### src/design/spo2rr_pkg.sv
// Package for the SpO2 ratio-of-ratios estimator: widths, constants, codes and types.
// No dependencies; used by the interfaces, the divider, the checker and the top level.
`timescale 1ns / 1ps
`default_nettype none
package spo2rr_pkg;

	localparam int HISTORY_DEPTH_DEF = 8;
	localparam int SAMPLE_BITS = 18;
	localparam int FRAC_BITS   = 8;
	localparam int DC_W        = SAMPLE_BITS + FRAC_BITS;   // unsigned DC state
	localparam int SM_W        = DC_W + 2;                  // signed smoothed state
	localparam int SLOPE_W     = SM_W + 1;
	localparam int COEF_W      = 16;
	localparam int TMO_W       = 8;
	localparam int MA_W        = COEF_W + 2;
	localparam int MB_W        = SM_W + 1;
	localparam int PROD_W      = MA_W + MB_W;
	localparam int ACC_W       = 58;
	localparam int ACC_SHIFT   = 16;
	localparam int RATIO_FRAC  = 20;
	localparam int R16_FRAC    = 16;
	localparam int R_W         = 40;
	localparam int SPLIT       = 20;                        // r16 split for two partial products
	localparam int RATIO_W     = 48;
	localparam int DIV_W       = 64;
	localparam int DEN_W       = 48;
	localparam int DIV_CNT_W   = $clog2(DIV_W + 1);
	localparam int TERM_W      = 42;
	localparam int SPO2_CALC_W = TERM_W + 1;
	localparam int SPO2_W      = 15;
	localparam int SPO2_MAX    = 25600;
	localparam int QUAL_W      = 9;
	localparam int QUAL_ONE    = 256;
	localparam int QSUM_W      = 19;
	localparam int QPROD_W     = 29;
	localparam int QMAX_SUM    = (257 * (1 << RATIO_FRAC)) / 640;
	localparam int QUAL_MULT   = 640;
	localparam int ADDR_W      = 5;
	localparam int DATA_W      = 32;

	localparam logic [COEF_W-1:0] DC_ALPHA_RST  = 16'd65208;
	localparam logic [COEF_W-1:0] LP_ALPHA_RST  = 16'd13107;
	localparam logic [COEF_W-1:0] RISE_RST      = 16'd1311;
	localparam logic [COEF_W-1:0] FALL_RST      = 16'd3;
	localparam logic [TMO_W-1:0]  TIMEOUT_RST   = 8'd200;
	localparam logic [COEF_W-1:0] CAL_OFF_RST   = 16'd28160;
	localparam logic [COEF_W-1:0] CAL_SLOPE_RST = 16'd6400;
	localparam logic [TMO_W-1:0]  CNT_SAT       = 8'd255;
	localparam logic [MA_W-1:0]   COEF_ONE      = 18'd65536;
	localparam logic [DC_W-1:0]   DC_ONE        = DC_W'(1 << FRAC_BITS);

	typedef enum logic [2:0] {
		REG_DC_ALPHA  = 3'd0,
		REG_LP_ALPHA  = 3'd1,
		REG_RISE      = 3'd2,
		REG_FALL      = 3'd3,
		REG_TIMEOUT   = 3'd4,
		REG_CAL_OFF   = 3'd5,
		REG_CAL_SLOPE = 3'd6
	} reg_idx_t;

	typedef enum logic [4:0] {
		S_IDLE, S_DCR_A, S_DCR_B, S_DCI_A, S_DCI_B, S_LPR_A, S_LPR_B, S_LPI_A, S_LPI_B,
		S_THR, S_DECIDE, S_RR_GO, S_RR_WAIT, S_RI_GO, S_RI_WAIT, S_R16_GO, S_R16_WAIT,
		S_MUL_HI, S_MUL_LO, S_CHECK, S_AVG_GO, S_AVG_WAIT, S_DONE
	} state_t;

	typedef enum logic [2:0] {
		MAC_HOLD, MAC_INIT, MAC_ADD, MAC_SHIFT, MAC_PLAIN
	} mac_op_t;

	typedef struct packed {
		logic             start;
		logic [DIV_W-1:0] num;
		logic [DEN_W-1:0] den;
	} div_req_t;

endpackage
`default_nettype wire

### src/design/spo2rr_if.sv
// Valid/ready channel interfaces for sample input and result output.
// Depends on spo2rr_pkg for field widths.
`timescale 1ns / 1ps
`default_nettype none
interface spo2rr_sample_if;
	logic                               valid;
	logic                               ready;
	logic [spo2rr_pkg::SAMPLE_BITS-1:0] red_sample;
	logic [spo2rr_pkg::SAMPLE_BITS-1:0] ir_sample;
	modport source (output valid, red_sample, ir_sample, input ready);
	modport sink (input valid, red_sample, ir_sample, output ready);
endinterface

interface spo2rr_result_if #(parameter int CNT_W = 4);
	logic                          valid;
	logic                          ready;
	logic [spo2rr_pkg::SPO2_W-1:0] spo2_average;
	logic                          average_valid;
	logic [CNT_W-1:0]              history_count;
	logic [spo2rr_pkg::QUAL_W-1:0] signal_quality;
	logic                          beat_closed;
	logic                          reading_accepted;
	modport source (output valid, spo2_average, average_valid, history_count,
		signal_quality, beat_closed, reading_accepted, input ready);
	modport sink (input valid, spo2_average, average_valid, history_count,
		signal_quality, beat_closed, reading_accepted, output ready);
endinterface
`default_nettype wire

### src/design/spo2_ratio_of_ratios_estimator.sv
// SpO2 ratio-of-ratios estimator. One transaction in, one result out.
// A sample that closes no beat runs only the filter and beat-decision states; a closing
// beat with a reading adds four passes of the shared divider.
// The block takes a new sample only in idle, after the last one is done; a stalled result output holds it.
// Reset: arst_n clears filters, beat tracking, history count/sum and registers to defaults.
`timescale 1ns / 1ps
`default_nettype none
module spo2_ratio_of_ratios_estimator #(
	parameter int HISTORY_DEPTH = spo2rr_pkg::HISTORY_DEPTH_DEF
) (
	input  logic                          clk,
	input  logic                          arst_n,
	spo2rr_sample_if.sink                 sample,
	spo2rr_result_if.source               result,
	input  logic                          psel,
	input  logic                          penable,
	input  logic                          pwrite,
	input  logic [spo2rr_pkg::ADDR_W-1:0] paddr,
	input  logic [spo2rr_pkg::DATA_W-1:0] pwdata,
	output logic [spo2rr_pkg::DATA_W-1:0] prdata,
	output logic                          pready
);
	import spo2rr_pkg::*;

	localparam int CNT_W  = $clog2(HISTORY_DEPTH + 1);
	localparam int HEAD_W = (HISTORY_DEPTH > 1) ? $clog2(HISTORY_DEPTH) : 1;
	localparam int SUM_W  = SPO2_W + CNT_W;
	localparam logic signed [ACC_W-1:0] ACC_ROUND = ACC_W'(32768);

	// ---------------- configuration ----------------
	logic [COEF_W-1:0] dc_alpha_q, lp_alpha_q, rise_q, fall_q, cal_off_q, cal_slope_q;
	logic [TMO_W-1:0]  timeout_q;
	reg_idx_t          reg_idx;
	logic              cfg_wr;

	assign reg_idx = reg_idx_t'(paddr[ADDR_W-1:2]);
	assign cfg_wr  = psel && penable && pwrite;
	assign pready  = 1'b1;

	always_ff @(posedge clk or negedge arst_n) begin
		if (!arst_n) begin
			dc_alpha_q  <= DC_ALPHA_RST;
			lp_alpha_q  <= LP_ALPHA_RST;
			rise_q      <= RISE_RST;
			fall_q      <= FALL_RST;
			timeout_q   <= TIMEOUT_RST;
			cal_off_q   <= CAL_OFF_RST;
			cal_slope_q <= CAL_SLOPE_RST;
		end else if (cfg_wr) begin
			case (reg_idx)
				REG_DC_ALPHA:  dc_alpha_q  <= pwdata[COEF_W-1:0];
				REG_LP_ALPHA:  lp_alpha_q  <= pwdata[COEF_W-1:0];
				REG_RISE:      rise_q      <= pwdata[COEF_W-1:0];
				REG_FALL:      fall_q      <= pwdata[COEF_W-1:0];
				REG_TIMEOUT:   timeout_q   <= pwdata[TMO_W-1:0];
				REG_CAL_OFF:   cal_off_q   <= pwdata[COEF_W-1:0];
				REG_CAL_SLOPE: cal_slope_q <= pwdata[COEF_W-1:0];
				default: ;
			endcase
		end
	end

	always_comb begin
		prdata = '0;
		case (reg_idx)
			REG_DC_ALPHA:  prdata = DATA_W'(dc_alpha_q);
			REG_LP_ALPHA:  prdata = DATA_W'(lp_alpha_q);
			REG_RISE:      prdata = DATA_W'(rise_q);
			REG_FALL:      prdata = DATA_W'(fall_q);
			REG_TIMEOUT:   prdata = DATA_W'(timeout_q);
			REG_CAL_OFF:   prdata = DATA_W'(cal_off_q);
			REG_CAL_SLOPE: prdata = DATA_W'(cal_slope_q);
			default:       prdata = '0;
		endcase
	end

	// ---------------- state ----------------
	state_t state_q, state_n;

	logic [DC_W-1:0]        red_q, ir_q;
	logic [DC_W-1:0]        dc_red_q, dc_ir_q;
	logic signed [SM_W-1:0] smooth_red_q, smooth_ir_q, prev_ir_q;
	logic signed [SM_W-1:0] peak_ir_q, trough_ir_q, peak_red_q, trough_red_q;
	logic                   beat_open_q;
	logic [TMO_W-1:0]       since_q;
	logic [HEAD_W-1:0]      head_q;
	logic [CNT_W-1:0]       count_q;
	logic [SUM_W-1:0]       sum_q;
	logic [QUAL_W-1:0]      quality_q;
	logic [SPO2_W-1:0]      avg_q;
	logic                   closed_q, accepted_q;

	logic signed [ACC_W-1:0] acc_q, acc_n;
	logic [SM_W-2:0]         dred_q;
	logic [SM_W-2:0]         dir_q;
	logic [RATIO_W-1:0]      rr_q, ri_q;
	logic [R_W-1:0]          r16_q;

	logic [SPO2_W-1:0] ring [HISTORY_DEPTH];
	logic [SPO2_W-1:0] rd_q;

	logic              out_valid_q;
	logic [SPO2_W-1:0] out_avg_q;
	logic [CNT_W-1:0]  out_count_q;
	logic [QUAL_W-1:0] out_qual_q;
	logic              out_closed_q, out_acc_q;

	// ---------------- shared multiplier ----------------
	mac_op_t                  mac_op;
	logic signed [MA_W-1:0]   mul_a;
	logic signed [MB_W-1:0]   mul_b;
	logic signed [PROD_W-1:0] prod;
	logic [MA_W-1:0]          n_dc, n_lp;

	assign n_dc = COEF_ONE - {2'b0, dc_alpha_q};
	assign n_lp = COEF_ONE - {2'b0, lp_alpha_q};
	assign prod = mul_a * mul_b;

	always_comb begin
		case (mac_op)
			MAC_INIT:  acc_n = ACC_ROUND + prod;
			MAC_ADD:   acc_n = acc_q + prod;
			MAC_SHIFT: acc_n = (acc_q <<< SPLIT) + prod + ACC_ROUND;
			MAC_PLAIN: acc_n = ACC_W'(prod);
			default:   acc_n = acc_q;
		endcase
	end

	// ---------------- divider ----------------
	div_req_t         div_req;
	logic             div_done;
	logic [DIV_W-1:0] div_quo;

	spo2rr_div u_div (
		.clk      (clk),
		.arst_n   (arst_n),
		.req      (div_req),
		.done     (div_done),
		.quotient (div_quo)
	);

	// ---------------- beat decision terms ----------------
	logic signed [SLOPE_W-1:0] slope;
	logic [SM_W-1:0]           mag, thr;
	logic [TMO_W-1:0]          since_inc;
	logic                      rise_hit, fall_hit, time_hit, closing;
	logic signed [SM_W-1:0]    pk_ir_n, tr_ir_n, pk_red_n, tr_red_n;
	logic signed [SLOPE_W-1:0] dir_w, dred_w;
	logic signed [SLOPE_W:0]   fall_sum;
	logic                      dir_pos;
	logic [DC_W-1:0]           dcr_eff, dci_eff;

	assign slope     = SLOPE_W'(smooth_ir_q) - SLOPE_W'(prev_ir_q);
	assign mag       = prev_ir_q[SM_W-1] ? SM_W'(-prev_ir_q) : prev_ir_q;
	assign thr       = acc_q[ACC_SHIFT +: SM_W];
	assign rise_hit  = slope > $signed({1'b0, thr});
	assign since_inc = (since_q != CNT_SAT) ? since_q + 1'b1 : since_q;
	assign pk_ir_n   = (smooth_ir_q > peak_ir_q) ? smooth_ir_q : peak_ir_q;
	assign tr_ir_n   = (smooth_ir_q < trough_ir_q) ? smooth_ir_q : trough_ir_q;
	assign pk_red_n  = (smooth_red_q > peak_red_q) ? smooth_red_q : peak_red_q;
	assign tr_red_n  = (smooth_red_q < trough_red_q) ? smooth_red_q : trough_red_q;
	assign fall_sum  = (SLOPE_W + 1)'(slope) + $signed({{(SLOPE_W - COEF_W){1'b0}}, fall_q});
	assign fall_hit  = fall_sum[SLOPE_W];
	assign time_hit  = since_inc > timeout_q;
	assign closing   = fall_hit || time_hit;
	assign dir_w     = SLOPE_W'(pk_ir_n) - SLOPE_W'(tr_ir_n);
	assign dred_w    = SLOPE_W'(pk_red_n) - SLOPE_W'(tr_red_n);
	assign dir_pos   = !dir_w[SLOPE_W-1] && (dir_w != '0);
	assign dcr_eff   = (dc_red_q != '0) ? dc_red_q : DC_ONE;
	assign dci_eff   = (dc_ir_q != '0) ? dc_ir_q : DC_ONE;

	// ---------------- reading terms ----------------
	logic [TERM_W-1:0]             term;
	logic signed [SPO2_CALC_W-1:0] spo2_w;
	logic                          in_range;
	logic [RATIO_W:0]              qsum;
	logic [QPROD_W-1:0]            qprod;
	logic [QUAL_W-1:0]             qual_n;
	logic                          ring_full;
	logic [SPO2_W-1:0]             reading;
	logic [CNT_W-1:0]              count_n;
	logic [SUM_W-1:0]              sum_n;
	logic                          push;

	assign term      = acc_q[ACC_SHIFT +: TERM_W];
	assign spo2_w    = $signed({{(SPO2_CALC_W - COEF_W){1'b0}}, cal_off_q})
		- $signed({1'b0, term});
	assign in_range  = !spo2_w[SPO2_CALC_W-1] && (spo2_w <= SPO2_CALC_W'(SPO2_MAX));
	assign qsum      = {1'b0, rr_q} + {1'b0, ri_q};
	assign qprod     = QPROD_W'(qsum[QSUM_W-1:0]) * QPROD_W'(QUAL_MULT);
	assign qual_n    = (qsum > (RATIO_W + 1)'(QMAX_SUM)) ? QUAL_W'(QUAL_ONE)
		: qprod[QPROD_W-1 -: QUAL_W];
	assign ring_full = count_q >= CNT_W'(HISTORY_DEPTH);
	assign reading   = spo2_w[SPO2_W-1:0];
	assign count_n   = ring_full ? count_q : count_q + 1'b1;
	assign sum_n     = ring_full ? sum_q - SUM_W'(rd_q) + SUM_W'(reading)
		: sum_q + SUM_W'(reading);
	assign push      = (state_q == S_CHECK) && in_range;

	// ---------------- sequencer ----------------
	always_ff @(posedge clk or negedge arst_n) begin
		if (!arst_n) state_q <= S_IDLE;
		else         state_q <= state_n;
	end

	always_comb begin
		state_n = state_q;
		case (state_q)
			S_IDLE:     if (sample.valid) state_n = S_DCR_A;
			S_DCR_A:    state_n = S_DCR_B;
			S_DCR_B:    state_n = S_DCI_A;
			S_DCI_A:    state_n = S_DCI_B;
			S_DCI_B:    state_n = S_LPR_A;
			S_LPR_A:    state_n = S_LPR_B;
			S_LPR_B:    state_n = S_LPI_A;
			S_LPI_A:    state_n = S_LPI_B;
			S_LPI_B:    state_n = S_THR;
			S_THR:      state_n = S_DECIDE;
			S_DECIDE:   state_n = (beat_open_q && closing && dir_pos) ? S_RR_GO : S_DONE;
			S_RR_GO:    state_n = S_RR_WAIT;
			S_RR_WAIT:  if (div_done) state_n = S_RI_GO;
			S_RI_GO:    state_n = S_RI_WAIT;
			S_RI_WAIT:  if (div_done) state_n = (div_quo == '0) ? S_DONE : S_R16_GO;
			S_R16_GO:   state_n = S_R16_WAIT;
			S_R16_WAIT: if (div_done) state_n = S_MUL_HI;
			S_MUL_HI:   state_n = S_MUL_LO;
			S_MUL_LO:   state_n = S_CHECK;
			S_CHECK:    state_n = in_range ? S_AVG_GO : S_DONE;
			S_AVG_GO:   state_n = S_AVG_WAIT;
			S_AVG_WAIT: if (div_done) state_n = S_DONE;
			S_DONE:     if (!out_valid_q || result.ready) state_n = S_IDLE;
			default:    state_n = S_IDLE;
		endcase
	end

	always_comb begin
		mac_op        = MAC_HOLD;
		mul_a         = '0;
		mul_b         = '0;
		div_req.start = 1'b0;
		div_req.num   = '0;
		div_req.den   = '0;
		case (state_q)
			S_DCR_A: begin
				mac_op = MAC_INIT;
				mul_a  = $signed({2'b0, dc_alpha_q});
				mul_b  = $signed({3'b0, dc_red_q});
			end
			S_DCR_B: begin
				mac_op = MAC_ADD;
				mul_a  = $signed(n_dc);
				mul_b  = $signed({3'b0, red_q});
			end
			S_DCI_A: begin
				mac_op = MAC_INIT;
				mul_a  = $signed({2'b0, dc_alpha_q});
				mul_b  = $signed({3'b0, dc_ir_q});
			end
			S_DCI_B: begin
				mac_op = MAC_ADD;
				mul_a  = $signed(n_dc);
				mul_b  = $signed({3'b0, ir_q});
			end
			S_LPR_A: begin
				mac_op = MAC_INIT;
				mul_a  = $signed({2'b0, lp_alpha_q});
				mul_b  = MB_W'(smooth_red_q);
			end
			S_LPR_B: begin
				mac_op = MAC_ADD;
				mul_a  = $signed(n_lp);
				mul_b  = $signed({3'b0, red_q}) - $signed({3'b0, dc_red_q});
			end
			S_LPI_A: begin
				mac_op = MAC_INIT;
				mul_a  = $signed({2'b0, lp_alpha_q});
				mul_b  = MB_W'(smooth_ir_q);
			end
			S_LPI_B: begin
				mac_op = MAC_ADD;
				mul_a  = $signed(n_lp);
				mul_b  = $signed({3'b0, ir_q}) - $signed({3'b0, dc_ir_q});
			end
			S_THR: begin
				mac_op = MAC_PLAIN;
				mul_a  = $signed({2'b0, rise_q});
				mul_b  = $signed({1'b0, mag});
			end
			S_RR_GO: begin
				div_req.start = 1'b1;
				div_req.num   = DIV_W'({dred_q, {RATIO_FRAC{1'b0}}});
				div_req.den   = DEN_W'(dcr_eff);
			end
			S_RI_GO: begin
				div_req.start = 1'b1;
				div_req.num   = DIV_W'({dir_q, {RATIO_FRAC{1'b0}}});
				div_req.den   = DEN_W'(dci_eff);
			end
			S_R16_GO: begin
				div_req.start = 1'b1;
				div_req.num   = DIV_W'({rr_q, {R16_FRAC{1'b0}}});
				div_req.den   = ri_q;
			end
			S_MUL_HI: begin
				mac_op = MAC_PLAIN;
				mul_a  = $signed({2'b0, cal_slope_q});
				mul_b  = $signed(MB_W'(r16_q[R_W-1:SPLIT]));
			end
			S_MUL_LO: begin
				mac_op = MAC_SHIFT;
				mul_a  = $signed({2'b0, cal_slope_q});
				mul_b  = $signed(MB_W'(r16_q[SPLIT-1:0]));
			end
			S_AVG_GO: begin
				div_req.start = 1'b1;
				div_req.num   = DIV_W'(sum_q + SUM_W'(count_q >> 1));
				div_req.den   = DEN_W'(count_q);
			end
			default: ;
		endcase
	end

	// ---------------- datapath with reset ----------------
	always_ff @(posedge clk or negedge arst_n) begin
		if (!arst_n) begin
			dc_red_q     <= '0;
			dc_ir_q      <= '0;
			smooth_red_q <= '0;
			smooth_ir_q  <= '0;
			prev_ir_q    <= '0;
			peak_ir_q    <= '0;
			trough_ir_q  <= '0;
			peak_red_q   <= '0;
			trough_red_q <= '0;
			beat_open_q  <= 1'b0;
			since_q      <= '0;
			head_q       <= '0;
			count_q      <= '0;
			sum_q        <= '0;
			quality_q    <= '0;
			avg_q        <= '0;
			closed_q     <= 1'b0;
			accepted_q   <= 1'b0;
			out_valid_q  <= 1'b0;
		end else begin
			case (state_q)
				S_IDLE: begin
					if (sample.valid) begin
						closed_q   <= 1'b0;
						accepted_q <= 1'b0;
					end
				end
				S_DCI_A: dc_red_q     <= acc_q[ACC_SHIFT +: DC_W];
				S_LPR_A: dc_ir_q      <= acc_q[ACC_SHIFT +: DC_W];
				S_LPI_A: smooth_red_q <= acc_q[ACC_SHIFT +: SM_W];
				S_THR:   smooth_ir_q  <= acc_q[ACC_SHIFT +: SM_W];
				S_DECIDE: begin
					prev_ir_q <= smooth_ir_q;
					if (!beat_open_q) begin
						if (rise_hit) begin
							beat_open_q  <= 1'b1;
							peak_ir_q    <= smooth_ir_q;
							trough_ir_q  <= smooth_ir_q;
							peak_red_q   <= smooth_red_q;
							trough_red_q <= smooth_red_q;
							since_q      <= '0;
						end else begin
							since_q <= since_inc;
						end
					end else if (closing) begin
						closed_q     <= 1'b1;
						beat_open_q  <= 1'b0;
						peak_ir_q    <= '0;
						trough_ir_q  <= '0;
						peak_red_q   <= '0;
						trough_red_q <= '0;
						since_q      <= '0;
					end else begin
						peak_ir_q    <= pk_ir_n;
						trough_ir_q  <= tr_ir_n;
						peak_red_q   <= pk_red_n;
						trough_red_q <= tr_red_n;
						since_q      <= since_inc;
					end
				end
				S_CHECK: begin
					if (in_range) begin
						count_q    <= count_n;
						sum_q      <= sum_n;
						head_q     <= (head_q == HEAD_W'(HISTORY_DEPTH - 1)) ? '0
							: head_q + 1'b1;
						quality_q  <= qual_n;
						accepted_q <= 1'b1;
					end
				end
				S_AVG_WAIT: if (div_done) avg_q <= div_quo[SPO2_W-1:0];
				default: ;
			endcase

			if (state_q == S_DONE && (!out_valid_q || result.ready)) out_valid_q <= 1'b1;
			else if (result.ready) out_valid_q <= 1'b0;
		end
	end

	// ---------------- datapath payload ----------------
	always_ff @(posedge clk) begin
		acc_q <= acc_n;
		if (state_q == S_IDLE && sample.valid) begin
			red_q <= {sample.red_sample, {FRAC_BITS{1'b0}}};
			ir_q  <= {sample.ir_sample, {FRAC_BITS{1'b0}}};
		end
		if (state_q == S_DECIDE) begin
			dir_q  <= dir_w[SM_W-2:0];
			dred_q <= dred_w[SLOPE_W-1] ? '0 : dred_w[SM_W-2:0];
		end
		if (state_q == S_RR_WAIT && div_done) rr_q <= div_quo[RATIO_W-1:0];
		if (state_q == S_RI_WAIT && div_done) ri_q <= div_quo[RATIO_W-1:0];
		if (state_q == S_R16_WAIT && div_done)
			r16_q <= (div_quo > DIV_W'({R_W{1'b1}})) ? {R_W{1'b1}} : div_quo[R_W-1:0];
		if (state_q == S_DONE && (!out_valid_q || result.ready)) begin
			out_avg_q    <= avg_q;
			out_count_q  <= count_q;
			out_qual_q   <= quality_q;
			out_closed_q <= closed_q;
			out_acc_q    <= accepted_q;
		end
	end

	// history memory, read port registered
	always_ff @(posedge clk) begin
		if (push) ring[head_q] <= reading;
		rd_q <= ring[head_q];
	end

	// ---------------- ports ----------------
	assign sample.ready            = (state_q == S_IDLE);
	assign result.valid            = out_valid_q;
	assign result.spo2_average     = out_avg_q;
	assign result.average_valid    = (out_count_q != '0);
	assign result.history_count    = out_count_q;
	assign result.signal_quality   = out_qual_q;
	assign result.beat_closed      = out_closed_q;
	assign result.reading_accepted = out_acc_q;
endmodule
`default_nettype wire

### src/design/spo2rr_div.sv
// Restoring divider, one quotient bit per cycle, DIV_W quotient bits per transaction.
// Depends on spo2rr_pkg for widths and the request struct.
`timescale 1ns / 1ps
`default_nettype none
module spo2rr_div (
	input  logic                         clk,
	input  logic                         arst_n,
	input  spo2rr_pkg::div_req_t         req,
	output logic                         done,
	output logic [spo2rr_pkg::DIV_W-1:0] quotient
);
	import spo2rr_pkg::*;

	logic [DIV_W-1:0]     num_q;    // dividend shifts out the top, quotient in the bottom
	logic [DEN_W-1:0]     den_q;
	logic [DEN_W-1:0]     rem_q;
	logic [DIV_CNT_W-1:0] cnt_q;
	logic                 done_q;
	logic [DEN_W:0]       shifted;
	logic [DEN_W:0]       diff;
	logic                 ge;

	assign shifted = {rem_q, num_q[DIV_W-1]};
	assign diff    = shifted - {1'b0, den_q};
	assign ge      = shifted >= {1'b0, den_q};

	always_ff @(posedge clk or negedge arst_n) begin
		if (!arst_n) begin
			cnt_q  <= '0;
			done_q <= 1'b0;
		end else if (req.start) begin
			cnt_q  <= DIV_CNT_W'(DIV_W);
			done_q <= 1'b0;
		end else if (cnt_q != '0) begin
			cnt_q  <= cnt_q - 1'b1;
			done_q <= (cnt_q == DIV_CNT_W'(1));
		end else begin
			done_q <= 1'b0;
		end
	end

	always_ff @(posedge clk) begin
		if (req.start) begin
			num_q <= req.num;
			den_q <= req.den;
			rem_q <= '0;
		end else if (cnt_q != '0) begin
			rem_q <= ge ? diff[DEN_W-1:0] : shifted[DEN_W-1:0];
			num_q <= {num_q[DIV_W-2:0], ge};
		end
	end

	assign done     = done_q;
	assign quotient = num_q;
endmodule
`default_nettype wire

### src/flat_wrapper.sv
// flat-port wrapper written by rule: the top's interface ports become plain ports
module spo2_ratio_of_ratios_estimator_flat import spo2rr_pkg::*;
#(
	parameter int HISTORY_DEPTH = spo2rr_pkg::HISTORY_DEPTH_DEF
)
  (clk, arst_n, psel, penable, pwrite, paddr, pwdata, prdata, pready, sample_valid, sample_red_sample, sample_ir_sample, sample_ready, result_valid, result_spo2_average, result_average_valid, result_history_count, result_signal_quality, result_beat_closed, result_reading_accepted, result_ready);
  spo2rr_sample_if sample_i ();
  spo2rr_result_if result_i ();
  input  logic clk;
  input  logic arst_n;
  input  logic psel;
  input  logic penable;
  input  logic pwrite;
  input  logic [spo2rr_pkg::ADDR_W-1:0] paddr;
  input  logic [spo2rr_pkg::DATA_W-1:0] pwdata;
  output logic [spo2rr_pkg::DATA_W-1:0] prdata;
  output logic pready;
  input wire logic [$bits(sample_i.valid)-1:0] sample_valid;
  input wire logic [$bits(sample_i.red_sample)-1:0] sample_red_sample;
  input wire logic [$bits(sample_i.ir_sample)-1:0] sample_ir_sample;
  output wire logic [$bits(sample_i.ready)-1:0] sample_ready;
  output wire logic [$bits(result_i.valid)-1:0] result_valid;
  output wire logic [$bits(result_i.spo2_average)-1:0] result_spo2_average;
  output wire logic [$bits(result_i.average_valid)-1:0] result_average_valid;
  output wire logic [$bits(result_i.history_count)-1:0] result_history_count;
  output wire logic [$bits(result_i.signal_quality)-1:0] result_signal_quality;
  output wire logic [$bits(result_i.beat_closed)-1:0] result_beat_closed;
  output wire logic [$bits(result_i.reading_accepted)-1:0] result_reading_accepted;
  input wire logic [$bits(result_i.ready)-1:0] result_ready;
  assign sample_i.valid = sample_valid;
  assign sample_i.red_sample = sample_red_sample;
  assign sample_i.ir_sample = sample_ir_sample;
  assign sample_ready = sample_i.ready;
  assign result_valid = result_i.valid;
  assign result_spo2_average = result_i.spo2_average;
  assign result_average_valid = result_i.average_valid;
  assign result_history_count = result_i.history_count;
  assign result_signal_quality = result_i.signal_quality;
  assign result_beat_closed = result_i.beat_closed;
  assign result_reading_accepted = result_i.reading_accepted;
  assign result_i.ready = result_ready;
  spo2_ratio_of_ratios_estimator #(.HISTORY_DEPTH(HISTORY_DEPTH)) u_core (.clk(clk), .arst_n(arst_n), .sample(sample_i), .result(result_i), .psel(psel), .penable(penable), .pwrite(pwrite), .paddr(paddr), .pwdata(pwdata), .prdata(prdata), .pready(pready));
endmodule
### config.mk
export PLATFORM = sky130hd
export DESIGN_NAME = spo2_ratio_of_ratios_estimator_flat
export DESIGN_NICKNAME = d
export VERILOG_FILES = /design/src/design/spo2rr_pkg.sv /design/src/design/spo2rr_if.sv /design/src/design/spo2_ratio_of_ratios_estimator.sv /design/src/design/spo2rr_div.sv /design/src/flat_wrapper.sv
export SDC_FILE = /design/constraint.sdc
export NUM_CORES = 2
export LEC_CHECK = 0
export ABC_AREA = 1
export BUFFER_PORTS_ARGS = -buffer_cell sky130_fd_sc_hd__buf_2
export CELL_PAD_IN_SITES_DETAIL_PLACEMENT = 1
export CELL_PAD_IN_SITES_GLOBAL_PLACEMENT = 1
export CORE_MARGIN = 4
export CORE_UTILIZATION = 45
export CTS_BUF_LIST = sky130_fd_sc_hd__clkbuf_8
export CTS_CLUSTER_SIZE = 20
export DETAILED_ROUTE_END_ITERATION = 7
export PLACE_DENSITY_LB_ADDON = 0.15
export SKIP_LAST_GASP = 1
export SYNTH_ARGS = -nofsm -noshare
export SYNTH_HDL_FRONTEND = slang
export SYNTH_SLANG_ARGS = --single-unit
### constraint.sdc
create_clock -name clk -period 10.8 [get_ports clk]
set_clock_uncertainty 0.05 [all_clocks]
set_input_delay 0.54 -clock clk [delete_from_list [all_inputs] [get_ports clk]]
set_output_delay 0.54 -clock clk [all_outputs]
set_load 0.005 [all_outputs]
==> qor.yml <==
run_status:
  status: "complete, no violations"
route:
  post_drt_via_cell_ratio: 5.75
  antenna_left: 0
  drtIter0Drc: 8278
  first_pass_iters: 8
  detailed_route_drc_error_count: 0
  num_vias: 98800
  route.detailed.wl_per_inst_um: 26.2
  detail_route.wirelength_mm: 449
final_layout:
  layout_common_cells: "nand2_1, inv_1, buf_4, nor2_1, o21ai_0"
  layout-area-overhead-vs-synth_pct: 23.0
  finish.cell_count_without_fillers: 17200
  mostFrequentLayoutCell: "nand2_1"
  final_nets: 15500
  stdcell_area_sq_um: 116000
  share_of_post_route_cells_with_drive_strength_above_1: 0.177
yosys:
  syn_avg_cell_area_sq_um: 7.38
  synthMuxAreaShare: 0.000106
  postSynth.asyncResetShare: 0.412
  synthesized_flop_and_latch_total: 1036
  synthXorXnorAreaFrac: 0.0183
  combinational_family_with_the_most_area_after_synthesis: "simple AND/OR/NAND/NOR gates"
  ys.warnings.count: 0
  synth_cell_types: 75
  post_synthesis_share_of_cell_area_spent_on_full_adders_half_adders_and_majority_gates: 0.196
  synth_ff_type: "edfxtp_1"
  synth_compound_area_frac: 0.142
  syn_inst: 12800
  synth_simple_gate_area_frac: 0.236
  synth-edff-count: 546
  synth.cell_area_sq_um: 94500
  synth.yosys.seq_area_share: 0.300
placement:
  placedInstanceArea_sq_um: 108000
  gp_routability_congestion: 1.04
  place.port_buffers: 110
  place_hpwl_mm: 360
  place_ws_ns: -0.442
  post-place-cells: 16700
floorplan:
  std_cell_rows: 167
  core_region_area_sq_um: 208000
  initial_cell_density_of_the_core: 0.454
  top_level_ports: 146
  die_y_um: 466
  die_area_sq_um: 217000
  die_w_um: 466
clock_network:
  cts_tree: "done"
  root_buffer_selected_by_cts: "clkbuf_8"
  worst_skew_pair.late_latency_ns: 1.00
  cts_max_level: 4
  tritoncts_buffers: 187
  clock_path_buffers: 3
  count_of_clock_tree_sinks: 1036
  cts.reportedPaths.clkPinSlew_ns: 0.07
grt:
  wire_length_of_the_first_global_routing_pass_mm: 649
  antenna_found_initial: 14
  grt-ovfl-total: 0
  grt_use_total: 0.397
  grt_max_degree: 127
  first_global_vias: 103000
timing:
  final_hold_viol_count: 0
  worst_slew_margin_rel: 0.189
  max_slew_violations: 0
  worst-slew-pin-transition_ns: 1.21
  timing.final.setup_violations: 0
  maxClockFrequency_mhz: 92.8
  fin_crit_sh: 0.998
  rsz0062_at_grt: "true"
  timing.final.crit_period_ns: 10.78
  tns_setup_ns: 0
  final_critical_path_setup_slack_ns: 0.0211
worst_setup_path:
  timing.critical_path.from: "u_core.red_q[17]"
  slowest_stage: "fa_2"
  cp-end-kind: "register"
  startpoint_type: "register"
  most_frequent_cell_on_the_critical_path: "inv_1"
  timing_worst_setup_path_type: "register to register"
  worstPathMaxFanout: 8
  timing.reg2reg.worst_path_depth: 50
  arrival_ns: 11.43
  regToRegSetupSlack_ns: 0.02
  timing.rr.start: "u_core.red_q[17]"
  critical-path-max-stage-delay_ns: 0.62
  cp_capture_point: "u_core.acc_q[55]"
  critical_path.reg2reg.endpoint: "u_core.acc_q[55]"
  worst-endpoint-required_ns: 11.45
job:
  drv_cap: 0
min_path:
  hold_class: "input pin to register"
==> critical path, delay by kind of cell (launching register included) <==
family | cells | cell delay, ns
fa+ha+maj | 9 | 4.22
buf+inv | 16 | 2.13
compound gates | 10 | 1.81
simple gates | 15 | 1.75
flops | 1 | 0.49
==> flip-flops by register name, indices dropped and copies added, names as in the netlist, 26 cells and up <==
| name | cells |
|---|---|
| u_core.dir_q | 27 |
| u_core.u_div.quotient | 64 |
| u_core.u_div.rem_q | 48 |
| u_core.dc_red_q | 26 |
| u_core.peak_red_q | 28 |
| u_core.ring | 120 |
| u_core.r16_q | 40 |
| u_core.rr_q | 48 |
| u_core.trough_ir_q | 28 |
| u_core.ri_q | 48 |
| u_core.peak_ir_q | 28 |
| u_core.u_div.den_q | 48 |
| u_core.prev_ir_q | 28 |
| u_core.dred_q | 27 |
| u_core.smooth_red_q | 28 |
| u_core.dc_ir_q | 26 |
| u_core.trough_red_q | 28 |
| u_core.smooth_ir_q | 28 |
| u_core.acc_q | 58 |
==> worst min-delay path by stage <==
stage / end / cells after the start / start
floorplan: u_core.accepted_q / 0 / arst_n
global placement: u_core.result.spo2_average[2] / 0 / u_core.avg_q[2]
detailed placement: u_core.result.spo2_average[13] / 0 / u_core.avg_q[13]
CTS: u_core.ir_q[23] / 2 / sample_ir_sample[15]
global route: u_core.red_q[16] / 2 / sample_red_sample[8]
finish: u_core.red_q[16] / 2 / sample_red_sample[8]
==> metrics by stage <==
stage          hold slack [ns]  utilization
2_1_floorplan            0.194            -
3_3_place_gp             0.385        0.518
3_5_place_dp             0.390        0.518
4_1_cts                 0.0926        0.542
5_1_grt                  0.157        0.559
6_report                 0.201        0.559
==> layer usage <==
metal | up-vias | share of wire | track usage | wire length [um]
li1 | 44400 | - | - | -
met1 | 49200 | 0.37 | 0.464 | 167000
met2 | 3851 | 0.47 | 0.664 | 210000
met3 | 1298 | 0.066 | 0.0584 | 29400
met4 | 4 | 0.094 | 0.292 | 42400
met5 | - | 0.000065 | 0 | 29
==> what timing repair did <==
item,4_1_cts,5_1_grt
setup buffers,8,70
hold endpoints to repair,196,0
endpoints found under the setup margin,29,39
pin swaps,7,197
gates cloned,0,5
hold buffers,57,0
gates resized for setup,88,749
==> cells by family after synthesis <==
family,count (synthesis)
fa+ha+maj,1183
mux,1
compound gates,2334
other cells,2
flops,1036
buf+inv,2633
simple gates,5414
xor+xnor,196
==> cell usage after synthesis (12+ instances only) <==
library cell  instances  area, sq um
nor4_1               45          282
nand4_1             200         1250
inv_2                15         56.3
o21ai_0             881         4410
o211ai_1             33          248
a31oi_1              65          407
nor2_2               22          138
buf_1                31          116
o21a_1               52          390
xnor2_1              72          631
a21boi_0             17          128
o21ai_1              17         85.1
or2_2                41          257
a32o_1               15          150
a22o_1               16          140
buf_2                53          265
a21oi_1             786         3930
and3_1               14         87.6
a211oi_1             18          135
edfxtp_1            546        16400
and2_1               15         93.8
fa_1                500        10000
nand3b_1             36          270
a22oi_1             104          781
dfstp_2              39         1020
clkinv_1             13         48.8
nor2_1             1305         4900
xor2_1              122         1070
a221oi_1             62          543
a2111oi_0            12          105
dfxtp_1              63         1260
nor3_1              131          656
o221ai_1             43          377
buf_4                21          158
dfrtp_1             388         9710
nand3_1             492         2460
a21o_1               49          368
inv_1              2279         8550
o21bai_1             40          300
ha_1                683         8550
nand2_1            3075        11500
clkbuf_1            216          811
o22ai_1              58          363
o2111ai_1            23          201
==> area by class of cell <==
| type | count | area [sq um] |
|---|---|---|
| clock buffers | 209 | 2880 |
| clock inverters | 144 | 1040 |
| well taps | 2788 | 3490 |
| flip-flops and latches | 1036 | 28400 |
| multi-input cells | 9146 | 59500 |
| repair buffers | 1525 | 12200 |
| diodes | 10 | 25.0 |
| fillers | 26000 | 91700 |
| inverters | 2307 | 8710 |
Power is not shown: default switching activity piles up to over one toggle a cycle in this logic, so the estimate is an artifact.
